===== config.mk =====
export PLATFORM = sky130hd
export DESIGN_NAME = artnet_dmx_packet_receiver
export DESIGN_NICKNAME = d
export VERILOG_FILES = /design/src/sv/artdmx_pkg.sv /design/src/sv/artdmx_parse.sv /design/src/sv/artdmx_outq.sv /design/src/sv/artnet_dmx_packet_receiver.sv
export VERILOG_INCLUDE_DIRS = /design/src /design/src/sv
export SDC_FILE = /design/constraint.sdc
export NUM_CORES = 1
export LEC_CHECK = 0
export ABC_AREA = 0
export BUFFER_PORTS_ARGS = -buffer_cell sky130_fd_sc_hd__buf_2
export CAP_MARGIN = 25
export CORE_MARGIN = 1
export CORE_UTILIZATION = 30
export DETAILED_ROUTE_END_ITERATION = 16
export PLACE_DENSITY = 0.52
export SYNTH_ARGS = -nofsm -noshare
export SYNTH_HDL_FRONTEND = slang
export SYNTH_SLANG_ARGS = --single-unit

===== constraint.sdc =====
create_clock -name clk -period 7.2 [get_ports clk]
set_input_delay 0.36 -clock clk [delete_from_list [all_inputs] [get_ports clk]]
set_output_delay 0.36 -clock clk [all_outputs]
set_load 0.005 [all_outputs]

===== src/sv/artnet_dmx_packet_receiver_macros.svh =====
// assertion macros shared by the receiver modules
`ifndef ARTNET_DMX_PACKET_RECEIVER_MACROS_SVH
`define ARTNET_DMX_PACKET_RECEIVER_MACROS_SVH

// same-cycle implication, checked out of reset
`define ARTDMX_ASSERT_NOW(lbl, ante, cons, msg) \
  lbl: assert property (@(posedge clk) disable iff (!rst_n) (ante) |-> (cons)) \
    else $error(msg);

// next-cycle implication, checked out of reset
`define ARTDMX_ASSERT_NEXT(lbl, ante, cons, msg) \
  lbl: assert property (@(posedge clk) disable iff (!rst_n) (ante) |=> (cons)) \
    else $error(msg);

`endif


===== src/sv/artdmx_pkg.sv =====
`timescale 1ns / 1ps
package artdmx_pkg;

  localparam int POS_W     = 10;
  localparam int STORE_W   = 21;
  localparam int ADDR_W    = 20;
  localparam int TOTAL_W   = 32;
  localparam int UNIV_W    = 16;
  localparam int CFG_AW    = 2;
  localparam int CFG_DW    = 32;

  localparam int DATA_START = 18;

  localparam logic [STORE_W-1:0] STORE_RESET = 21'd6144;
  localparam logic [15:0]        ARTDMX_OPCODE = 16'h5000;

  // register byte addresses
  localparam logic [CFG_AW-1:0] REG_STORE_BYTES = 2'd0;

  // input action codes
  localparam logic ACT_BYTE = 1'b0;
  localparam logic ACT_TICK = 1'b1;

  // result kinds
  localparam logic [1:0] KIND_WRITE  = 2'd0;
  localparam logic [1:0] KIND_STATUS = 2'd1;
  localparam logic [1:0] KIND_COUNT  = 2'd2;

  // packet status codes
  localparam logic [1:0] STATUS_OK     = 2'd0;
  localparam logic [1:0] STATUS_SHORT  = 2'd1;
  localparam logic [1:0] STATUS_BAD_ID = 2'd2;
  localparam logic [1:0] STATUS_BAD_OP = 2'd3;

  // "Art-Net" followed by a zero byte
  localparam logic [7:0] IDENT [8] = '{8'h41, 8'h72, 8'h74, 8'h2D,
                                       8'h4E, 8'h65, 8'h74, 8'h00};

  typedef struct packed {
    logic [1:0]         kind;
    logic [ADDR_W-1:0]  store_address;
    logic [7:0]         store_data;
    logic [1:0]         status_code;
    logic [TOTAL_W-1:0] packet_total;
    logic               final_result;
  } result_t;

  // results produced by one consumed item, r0 first
  typedef struct packed {
    logic [1:0] n;
    result_t    r0;
    result_t    r1;
  } push_t;

endpackage


===== src/sv/artdmx_parse.sv =====
`timescale 1ns / 1ps
`include "artnet_dmx_packet_receiver_macros.svh"
module artdmx_parse
  import artdmx_pkg::*;
#(
  parameter int CHANNELS_PER_UNIVERSE = 510,
  parameter int MAX_PAYLOAD_BYTES     = 530
) (
  input  logic               clk,
  input  logic               rst_n,
  input  logic               item_valid,
  input  logic               item_action,
  input  logic [7:0]         item_byte,
  input  logic               item_eop,
  input  logic [STORE_W-1:0] store_bytes,
  input  logic [1:0]         room,
  output logic               consume,
  output push_t              push
);

  localparam int CPU_W    = $clog2(CHANNELS_PER_UNIVERSE + 1);
  localparam int BASE_W   = UNIV_W + CPU_W;
  localparam int SUM_W    = BASE_W + 1;
  localparam int CMP_W    = (SUM_W > STORE_W) ? SUM_W : STORE_W;
  localparam int DATA_END = DATA_START + CHANNELS_PER_UNIVERSE;
  localparam logic [CMP_W-1:0] ADDR_LIMIT = CMP_W'(1) << ADDR_W;

  logic [POS_W-1:0]   pos_r, pos_nxt;
  logic               id_bad_r, id_bad_nxt;
  logic [7:0]         opc_lo_r, opc_lo_nxt;
  logic               opc_bad_r, opc_bad_nxt;
  logic [UNIV_W-1:0]  universe_r, universe_nxt;
  logic [TOTAL_W-1:0] count_r, count_nxt;
  logic [BASE_W-1:0]  base_r;

  logic               is_tick, in_range, is_data, addr_ok, wr_hit, do_status;
  logic [POS_W-1:0]   pos_step, offset;
  logic [SUM_W-1:0]   addr_sum;
  logic [1:0]         need, status;
  result_t            wr_res, st_res, cnt_res;

  always_comb begin
    is_tick   = (item_action == ACT_TICK);
    in_range  = (pos_r < POS_W'(MAX_PAYLOAD_BYTES));
    pos_step  = in_range ? pos_r + POS_W'(1) : pos_r;
    is_data   = in_range && (pos_r >= POS_W'(DATA_START)) && (pos_r < POS_W'(DATA_END))
                && !id_bad_r && !opc_bad_r;
    offset    = pos_r - POS_W'(DATA_START);
    addr_sum  = SUM_W'(base_r) + SUM_W'(offset);
    addr_ok   = (CMP_W'(addr_sum) < CMP_W'(store_bytes)) && (CMP_W'(addr_sum) < ADDR_LIMIT);
    wr_hit    = !is_tick && is_data && addr_ok;
    do_status = !is_tick && item_eop;

    id_bad_nxt   = id_bad_r;
    opc_lo_nxt   = opc_lo_r;
    opc_bad_nxt  = opc_bad_r;
    universe_nxt = universe_r;
    if (in_range) begin
      if (pos_r < POS_W'(8)) begin
        if (item_byte != IDENT[pos_r[2:0]]) id_bad_nxt = 1'b1;
      end else if (pos_r == POS_W'(8)) begin
        opc_lo_nxt = item_byte;
      end else if (pos_r == POS_W'(9)) begin
        if ({item_byte, opc_lo_r} != ARTDMX_OPCODE) opc_bad_nxt = 1'b1;
      end else if (pos_r == POS_W'(14)) begin
        universe_nxt = {universe_r[15:8], item_byte};
      end else if (pos_r == POS_W'(15)) begin
        universe_nxt = {item_byte, universe_r[7:0]};
      end
    end

    if (pos_step < POS_W'(DATA_START)) status = STATUS_SHORT;
    else if (id_bad_nxt)               status = STATUS_BAD_ID;
    else if (opc_bad_nxt)              status = STATUS_BAD_OP;
    else                               status = STATUS_OK;

    need    = is_tick ? 2'd1 : (2'(wr_hit) + 2'(do_status));
    consume = item_valid && (need <= room);

    wr_res               = '0;
    wr_res.kind          = KIND_WRITE;
    wr_res.store_address = addr_sum[ADDR_W-1:0];
    wr_res.store_data    = item_byte;
    wr_res.final_result  = !do_status;

    st_res              = '0;
    st_res.kind         = KIND_STATUS;
    st_res.status_code  = status;
    st_res.final_result = 1'b1;

    cnt_res              = '0;
    cnt_res.kind         = KIND_COUNT;
    cnt_res.packet_total = count_r;
    cnt_res.final_result = 1'b1;

    push.n  = consume ? need : 2'd0;
    push.r0 = is_tick ? cnt_res : (wr_hit ? wr_res : st_res);
    push.r1 = st_res;

    pos_nxt   = pos_r;
    count_nxt = count_r;
    if (consume) begin
      if (is_tick) begin
        count_nxt = '0;
      end else begin
        pos_nxt = pos_step;
        if (item_eop) begin
          pos_nxt      = '0;
          id_bad_nxt   = 1'b0;
          opc_lo_nxt   = '0;
          opc_bad_nxt  = 1'b0;
          universe_nxt = '0;
          if (status == STATUS_OK) count_nxt = count_r + TOTAL_W'(1);
        end
      end
    end else begin
      id_bad_nxt   = id_bad_r;
      opc_lo_nxt   = opc_lo_r;
      opc_bad_nxt  = opc_bad_r;
      universe_nxt = universe_r;
    end
    if (consume && is_tick) begin
      id_bad_nxt   = id_bad_r;
      opc_lo_nxt   = opc_lo_r;
      opc_bad_nxt  = opc_bad_r;
      universe_nxt = universe_r;
    end
  end

  always_ff @(posedge clk) begin
    if (!rst_n) begin
      pos_r      <= '0;
      id_bad_r   <= 1'b0;
      opc_lo_r   <= '0;
      opc_bad_r  <= 1'b0;
      universe_r <= '0;
      count_r    <= '0;
    end else begin
      pos_r      <= pos_nxt;
      id_bad_r   <= id_bad_nxt;
      opc_lo_r   <= opc_lo_nxt;
      opc_bad_r  <= opc_bad_nxt;
      universe_r <= universe_nxt;
      count_r    <= count_nxt;
    end
  end

  // universe base address, settled well before the first data byte
  always_ff @(posedge clk) begin
    base_r <= BASE_W'(universe_r) * BASE_W'(CHANNELS_PER_UNIVERSE);
  end

  `ARTDMX_ASSERT_NOW(a_pair_order, push.n == 2'd2,
    push.r0.kind == KIND_WRITE && push.r1.kind == KIND_STATUS && !push.r0.final_result,
    "two results must be a write followed by a status")
  `ARTDMX_ASSERT_NEXT(a_eop_clears, consume && !is_tick && item_eop,
    pos_r == '0 && !id_bad_r && !opc_bad_r,
    "packet state not cleared after end of packet")

endmodule


===== src/sv/artdmx_outq.sv =====
`timescale 1ns / 1ps
`include "artnet_dmx_packet_receiver_macros.svh"
module artdmx_outq
  import artdmx_pkg::*;
(
  input  logic       clk,
  input  logic       rst_n,
  input  push_t      push,
  input  logic       out_ready,
  output logic       head_valid,
  output result_t    head,
  output logic [1:0] room
);

  result_t    slot0_r, slot0_nxt, slot1_r, slot1_nxt;
  logic [1:0] cnt_r, cnt_nxt, cnt_after;
  logic       pop;

  always_comb begin
    pop        = (cnt_r != 2'd0) && out_ready;
    cnt_after  = cnt_r - 2'(pop);
    head_valid = (cnt_r != 2'd0);
    head       = slot0_r;
    // room from registered count only, keeps out_tready off the input side
    room       = 2'd2 - cnt_r;

    slot0_nxt = slot0_r;
    slot1_nxt = slot1_r;
    case (cnt_after)
      2'd0: begin
        slot0_nxt = push.r0;
        slot1_nxt = push.r1;
      end
      2'd1: begin
        if (pop) slot0_nxt = slot1_r;
        slot1_nxt = push.r0;
      end
      default: ;
    endcase
    cnt_nxt = cnt_after + push.n;
  end

  always_ff @(posedge clk) begin
    if (!rst_n) begin
      cnt_r <= '0;
    end else begin
      cnt_r <= cnt_nxt;
    end
  end

  always_ff @(posedge clk) begin
    slot0_r <= slot0_nxt;
    slot1_r <= slot1_nxt;
  end

  `ARTDMX_ASSERT_NOW(a_no_overflow, push.n != 2'd0,
    ({1'b0, cnt_after} + {1'b0, push.n}) <= 3'd2, "result queue overflow")
  `ARTDMX_ASSERT_NEXT(a_drain, cnt_r == 2'd1 && pop && push.n == 2'd0,
    !head_valid, "queue not empty after last beat left")

endmodule


===== src/sv/artnet_dmx_packet_receiver.sv =====
`timescale 1ns / 1ps
// path: an accepted byte is held in the input register, then the parser pushes its results into the result queue
// throughput: one input beat per cycle while the result queue has room; a data byte with the end mark gives two
//   result beats and waits until the two-entry result queue is empty
// reset: rst_n synchronous active low; clears packet state, count and queue,
//   store_bytes returns to 6144
module artnet_dmx_packet_receiver
  import artdmx_pkg::*;
#(
  parameter int CHANNELS_PER_UNIVERSE = 510,
  parameter int MAX_PAYLOAD_BYTES     = 530
) (
  input  logic              clk,
  input  logic              rst_n,
  // input stream
  input  logic              in_tvalid,
  output logic              in_tready,
  input  logic [7:0]        in_tdata,   // [7:0] payload_byte
  input  logic              in_tuser,   // [0] action
  input  logic              in_tlast,   // end_of_packet
  // result stream
  output logic              out_tvalid,
  input  logic              out_tready,
  // [19:0] store_address, [27:20] store_data, [29:28] status_code,
  // [61:30] packet_total, [63:62] zero
  output logic [63:0]       out_tdata,
  output logic [1:0]        out_tuser,  // [1:0] kind
  output logic              out_tlast,  // final_result
  // configuration
  input  logic              cfg_psel,
  input  logic              cfg_penable,
  input  logic              cfg_pwrite,
  input  logic [CFG_AW-1:0] cfg_paddr,
  input  logic [CFG_DW-1:0] cfg_pwdata,
  output logic [CFG_DW-1:0] cfg_prdata,
  output logic              cfg_pready
);

  // configuration register
  logic [STORE_W-1:0] store_r;
  logic               cfg_wr;

  // input register
  logic       inr_valid_r;
  logic       inr_action_r;
  logic [7:0] inr_byte_r;
  logic       inr_eop_r;

  logic       consume;
  push_t      push;
  logic [1:0] room;
  result_t    head;
  logic       head_valid;

  assign cfg_pready = 1'b1;
  assign cfg_wr     = cfg_psel && cfg_penable && cfg_pwrite && cfg_pready
                      && (cfg_paddr == REG_STORE_BYTES);
  assign cfg_prdata = (cfg_paddr == REG_STORE_BYTES) ? CFG_DW'(store_r) : '0;

  always_ff @(posedge clk) begin
    if (!rst_n) begin
      store_r <= STORE_RESET;
    end else if (cfg_wr) begin
      store_r <= cfg_pwdata[STORE_W-1:0];
    end
  end

  // input register frees as soon as the parser takes its beat
  assign in_tready = !inr_valid_r || consume;

  always_ff @(posedge clk) begin
    if (!rst_n) begin
      inr_valid_r <= 1'b0;
    end else if (in_tready) begin
      inr_valid_r <= in_tvalid;
    end
  end

  always_ff @(posedge clk) begin
    if (in_tready && in_tvalid) begin
      inr_action_r <= in_tuser;
      inr_byte_r   <= in_tdata;
      inr_eop_r    <= in_tlast;
    end
  end

  // header checks, universe latch, address compute and status
  artdmx_parse #(
    .CHANNELS_PER_UNIVERSE (CHANNELS_PER_UNIVERSE),
    .MAX_PAYLOAD_BYTES     (MAX_PAYLOAD_BYTES)
  ) u_parse (
    .clk         (clk),
    .rst_n       (rst_n),
    .item_valid  (inr_valid_r),
    .item_action (inr_action_r),
    .item_byte   (inr_byte_r),
    .item_eop    (inr_eop_r),
    .store_bytes (store_r),
    .room        (room),
    .consume     (consume),
    .push        (push)
  );

  // two-entry result queue, head is the output register
  artdmx_outq u_outq (
    .clk        (clk),
    .rst_n      (rst_n),
    .push       (push),
    .out_ready  (out_tready),
    .head_valid (head_valid),
    .head       (head),
    .room       (room)
  );

  assign out_tvalid = head_valid;
  assign out_tuser  = head.kind;
  assign out_tlast  = head.final_result;
  assign out_tdata  = {2'b00, head.packet_total, head.status_code,
                       head.store_data, head.store_address};

endmodule


==> flow_summary.ini <==
[status]
status = completed

[clocking]
cts_tree = built
cts_made_buffers = 31
cts_max_path_buffers = 3
clock_latency_ns = 0.58
cts_root_buf = clkbuf_16
cts.sinks = 256
clk_transition_reported_paths_ns = 0.06
htree_levels = 1

[power_and_ir_drop]
p_leak_nw = 7.90
ir_drop_mv = 0.320
powerDensity_mw_per_mm2 = 265

[run]
cap_viol_max_count = 0

[place]
gp_congestion = 0.834
hpwl_mm = 28.1
portBuffers = 127

[route]
routedWlPerCell_um = 16.2
wl_mm = 38.4
route.detailed.drc = 0
drt_iter0_drc = 578
vias = 11300
postRouteAntennaNets = 0
viasPerCell = 4.78
firstDrtPassIters = 4

[synth]
synthFlopType = edfxtp_1
netlist_top_cells_count = 175 x nand2_1, 140 x edfxtp_1, 135 x inv_1
synth_top_area_cell = edfxtp_1
synth_edf_count = 140
synth_area_per_cell_um2 = 10.0
ys_ff_latch = 256
synth_cells = 1529
ys_seq_area_share_pct = 42.7
synth_area_mm2 = 0.0153
synthTopCellsByArea = edfxtp_1 27%, dfxtp_1 15%, fa_1 9.3%
async_reset_ff_share_pct = 0
synth_cell_types = 73
synth.most_common_cell = nand2_1
yosys_warnings = 0
synth_top_area_share_pct = 27.5

[worst_setup_path]
worstSetupEndpointType = register
crit_family = simple AND/OR/NAND/NOR gates
cp_slowest_cell = or4_4
cp_max_fo = 8
critPathRequiredTime_ns = 7.66
crit_buf_inv = 3
cpPeakStageDelay_ns = 0.59
cp_data_arrival_time_ns = 7.33
path_common_cell = ha_1
start_kind = register
timing_worst_setup_path_type = register to register

[floorplan]
start_util_pct = 30.5
core_mm2 = 0.0502
dieArea_mm2 = 0.0519
ios = 153
die_w_um = 228
die_h_um = 228
row_count = 82

[layout]
area_delta_synth_final_pct = 17.6
nFillCells = 5015
diodes = 0
drive_above_1_share_pct = 14.7
final_core_util_pct = 35.8
seqCellArea_mm2 = 0.00653
multi_input_area_mm2 = 0.00798
fin_nets = 1884

[sta]
worst_clock_skew_ns = 0.0121
post-route-period-util_pct = 95.4
fmax_mhz = 146
fin_tns_setup_ns = 0
slew-limit-headroom_pct = 34.3
tightestPinTransition_ns = 0.986
report.final.hold_viol_count = 0
finalCriticalPeriod_ns = 6.87
final_max_slew_viol_count = 0
setup_violations = 0

[global_route]
grt_first_pass_wirelength_mm = 61.7
grt_pass1_vias = 11100
grt_overflow = 0
grt_usage_pct = 14.6
grt_max_degree = 69
antenna_found_initial = 0

[worst_hold_path]
hp-class = primary input to register
[registers in the layout (all words and copies together), names as in the netlist]
signal / cells
inr_action_r: 1
inr_byte_r: 8
inr_eop_r: 1
inr_valid_r: 1
store_r: 21
u_outq.cnt_r: 2
u_outq.head: 65
u_outq.slot1_r: 65
u_parse.base_r: 24
u_parse.count_r: 32
u_parse.id_bad_r: 1
u_parse.opc_bad_r: 1
u_parse.opc_lo_r: 8
u_parse.pos_r: 10
u_parse.universe_r: 16
[logic make-up (layout without fill, tap and decap cells)]
logic type / Yosys count / count (layout) / share of synthesized area, %
xor gates and xnor gates: 49 / 49 / 2.81
AOI/OAI and AO/OA: 277 / 277 / 12.5
buffers and inverters: 219 / 373 / 5.94
muxes: 33 / 33 / 2.18
adders and majority gates: 163 / 163 / 16.8
other: 2 / 14 / 0.0491
DFF: 256 / 256 / 42.7
and+or+nand+nor: 530 / 530 / 17.0
[where the power goes]
group | switching (mW) | internal (mW)
Sequential | 0.111 | 2.07
Combinational | 0.713 | 0.267
Clock | 0.622 | 0.973
Total | 1.45 | 3.31
[metrics by stage]
stage	area, um^2	hold slack, ns	power, mW	std cells	setup WS [ns]
final	18000	0.0372	4.76	2367	0.328
after global routing	18000	0.0356	5.01	2367	-0.0102
after CTS	17900	0.0124	4.84	2360	0.0104
after detailed placement	16700	0.460	3.22	2290	0.0655
after global placement	16700	0.455	3.20	2290	0.190
after floorplan	15300	0.421	2.77	1541	0.556
[placed cells by master, fill, tap and decap left out, types with 49 or more instances in the layout]
cell / instances
fa_1: 71
buf_2: 127
dfxtp_1: 116
inv_1: 135
ha_1: 92
nand3_1: 50
nand2_1: 175
o21ai_0: 49
nor2_1: 93
edfxtp_1: 140
a21oi_1: 53
[final cells by class]
| cell class | instances | area share [%] |
|---|---|---|
| repair buffers | 180 | 6.05 |
| well taps | 672 | 4.68 |
| inverters | 135 | 2.82 |
| clock inverters | 21 | 1.28 |
| multi-input cells | 1066 | 44.4 |
| clock buffers | 37 | 4.49 |
| flip-flops and latches | 256 | 36.3 |
[worst reg2reg max path, delay by kind of cell, from the launching register on]
family          cells  cell delay (ns)
simple gates       13             3.12
compound gates      6             1.16
fa+ha+maj           4             1.08
buf+inv             3             0.60
flops               1             0.31
xor+xnor            2             0.29
mux                 1             0.20
[routing by layer]
metal	global-route usage, %	vias up	wire length [um]
met3	1.91	46	1570
li1	-	5597	-
met2	23.5	229	17500
met5	0	-	0
met4	3.65	0	735
met1	20.7	5435	18600
[repair_timing]
item                                    4_1_cts  5_1_grt
gates resized for setup                       0       13
setup buffers                                 0        7
endpoints found under the hold margin        12        0
hold buffers                                 12        0
endpoints found under the setup margin        0       70
[worst paths after layout]
kind	startpoint	endpoint	slack (ns)	cells past startpoint
setup reg to reg	u_parse.pos_r[5]	u_parse.universe_r[13]	0.33	29
setup / recovery	u_parse.pos_r[5]	u_parse.universe_r[13]	0.33	29
hold / removal	cfg_pwdata[16]	store_r[16]	0.04	3
hold reg to reg	u_parse.universe_r[0]	u_parse.base_r[1]	0.47	0
Note: power is estimated with default switching activity, not from simulation.
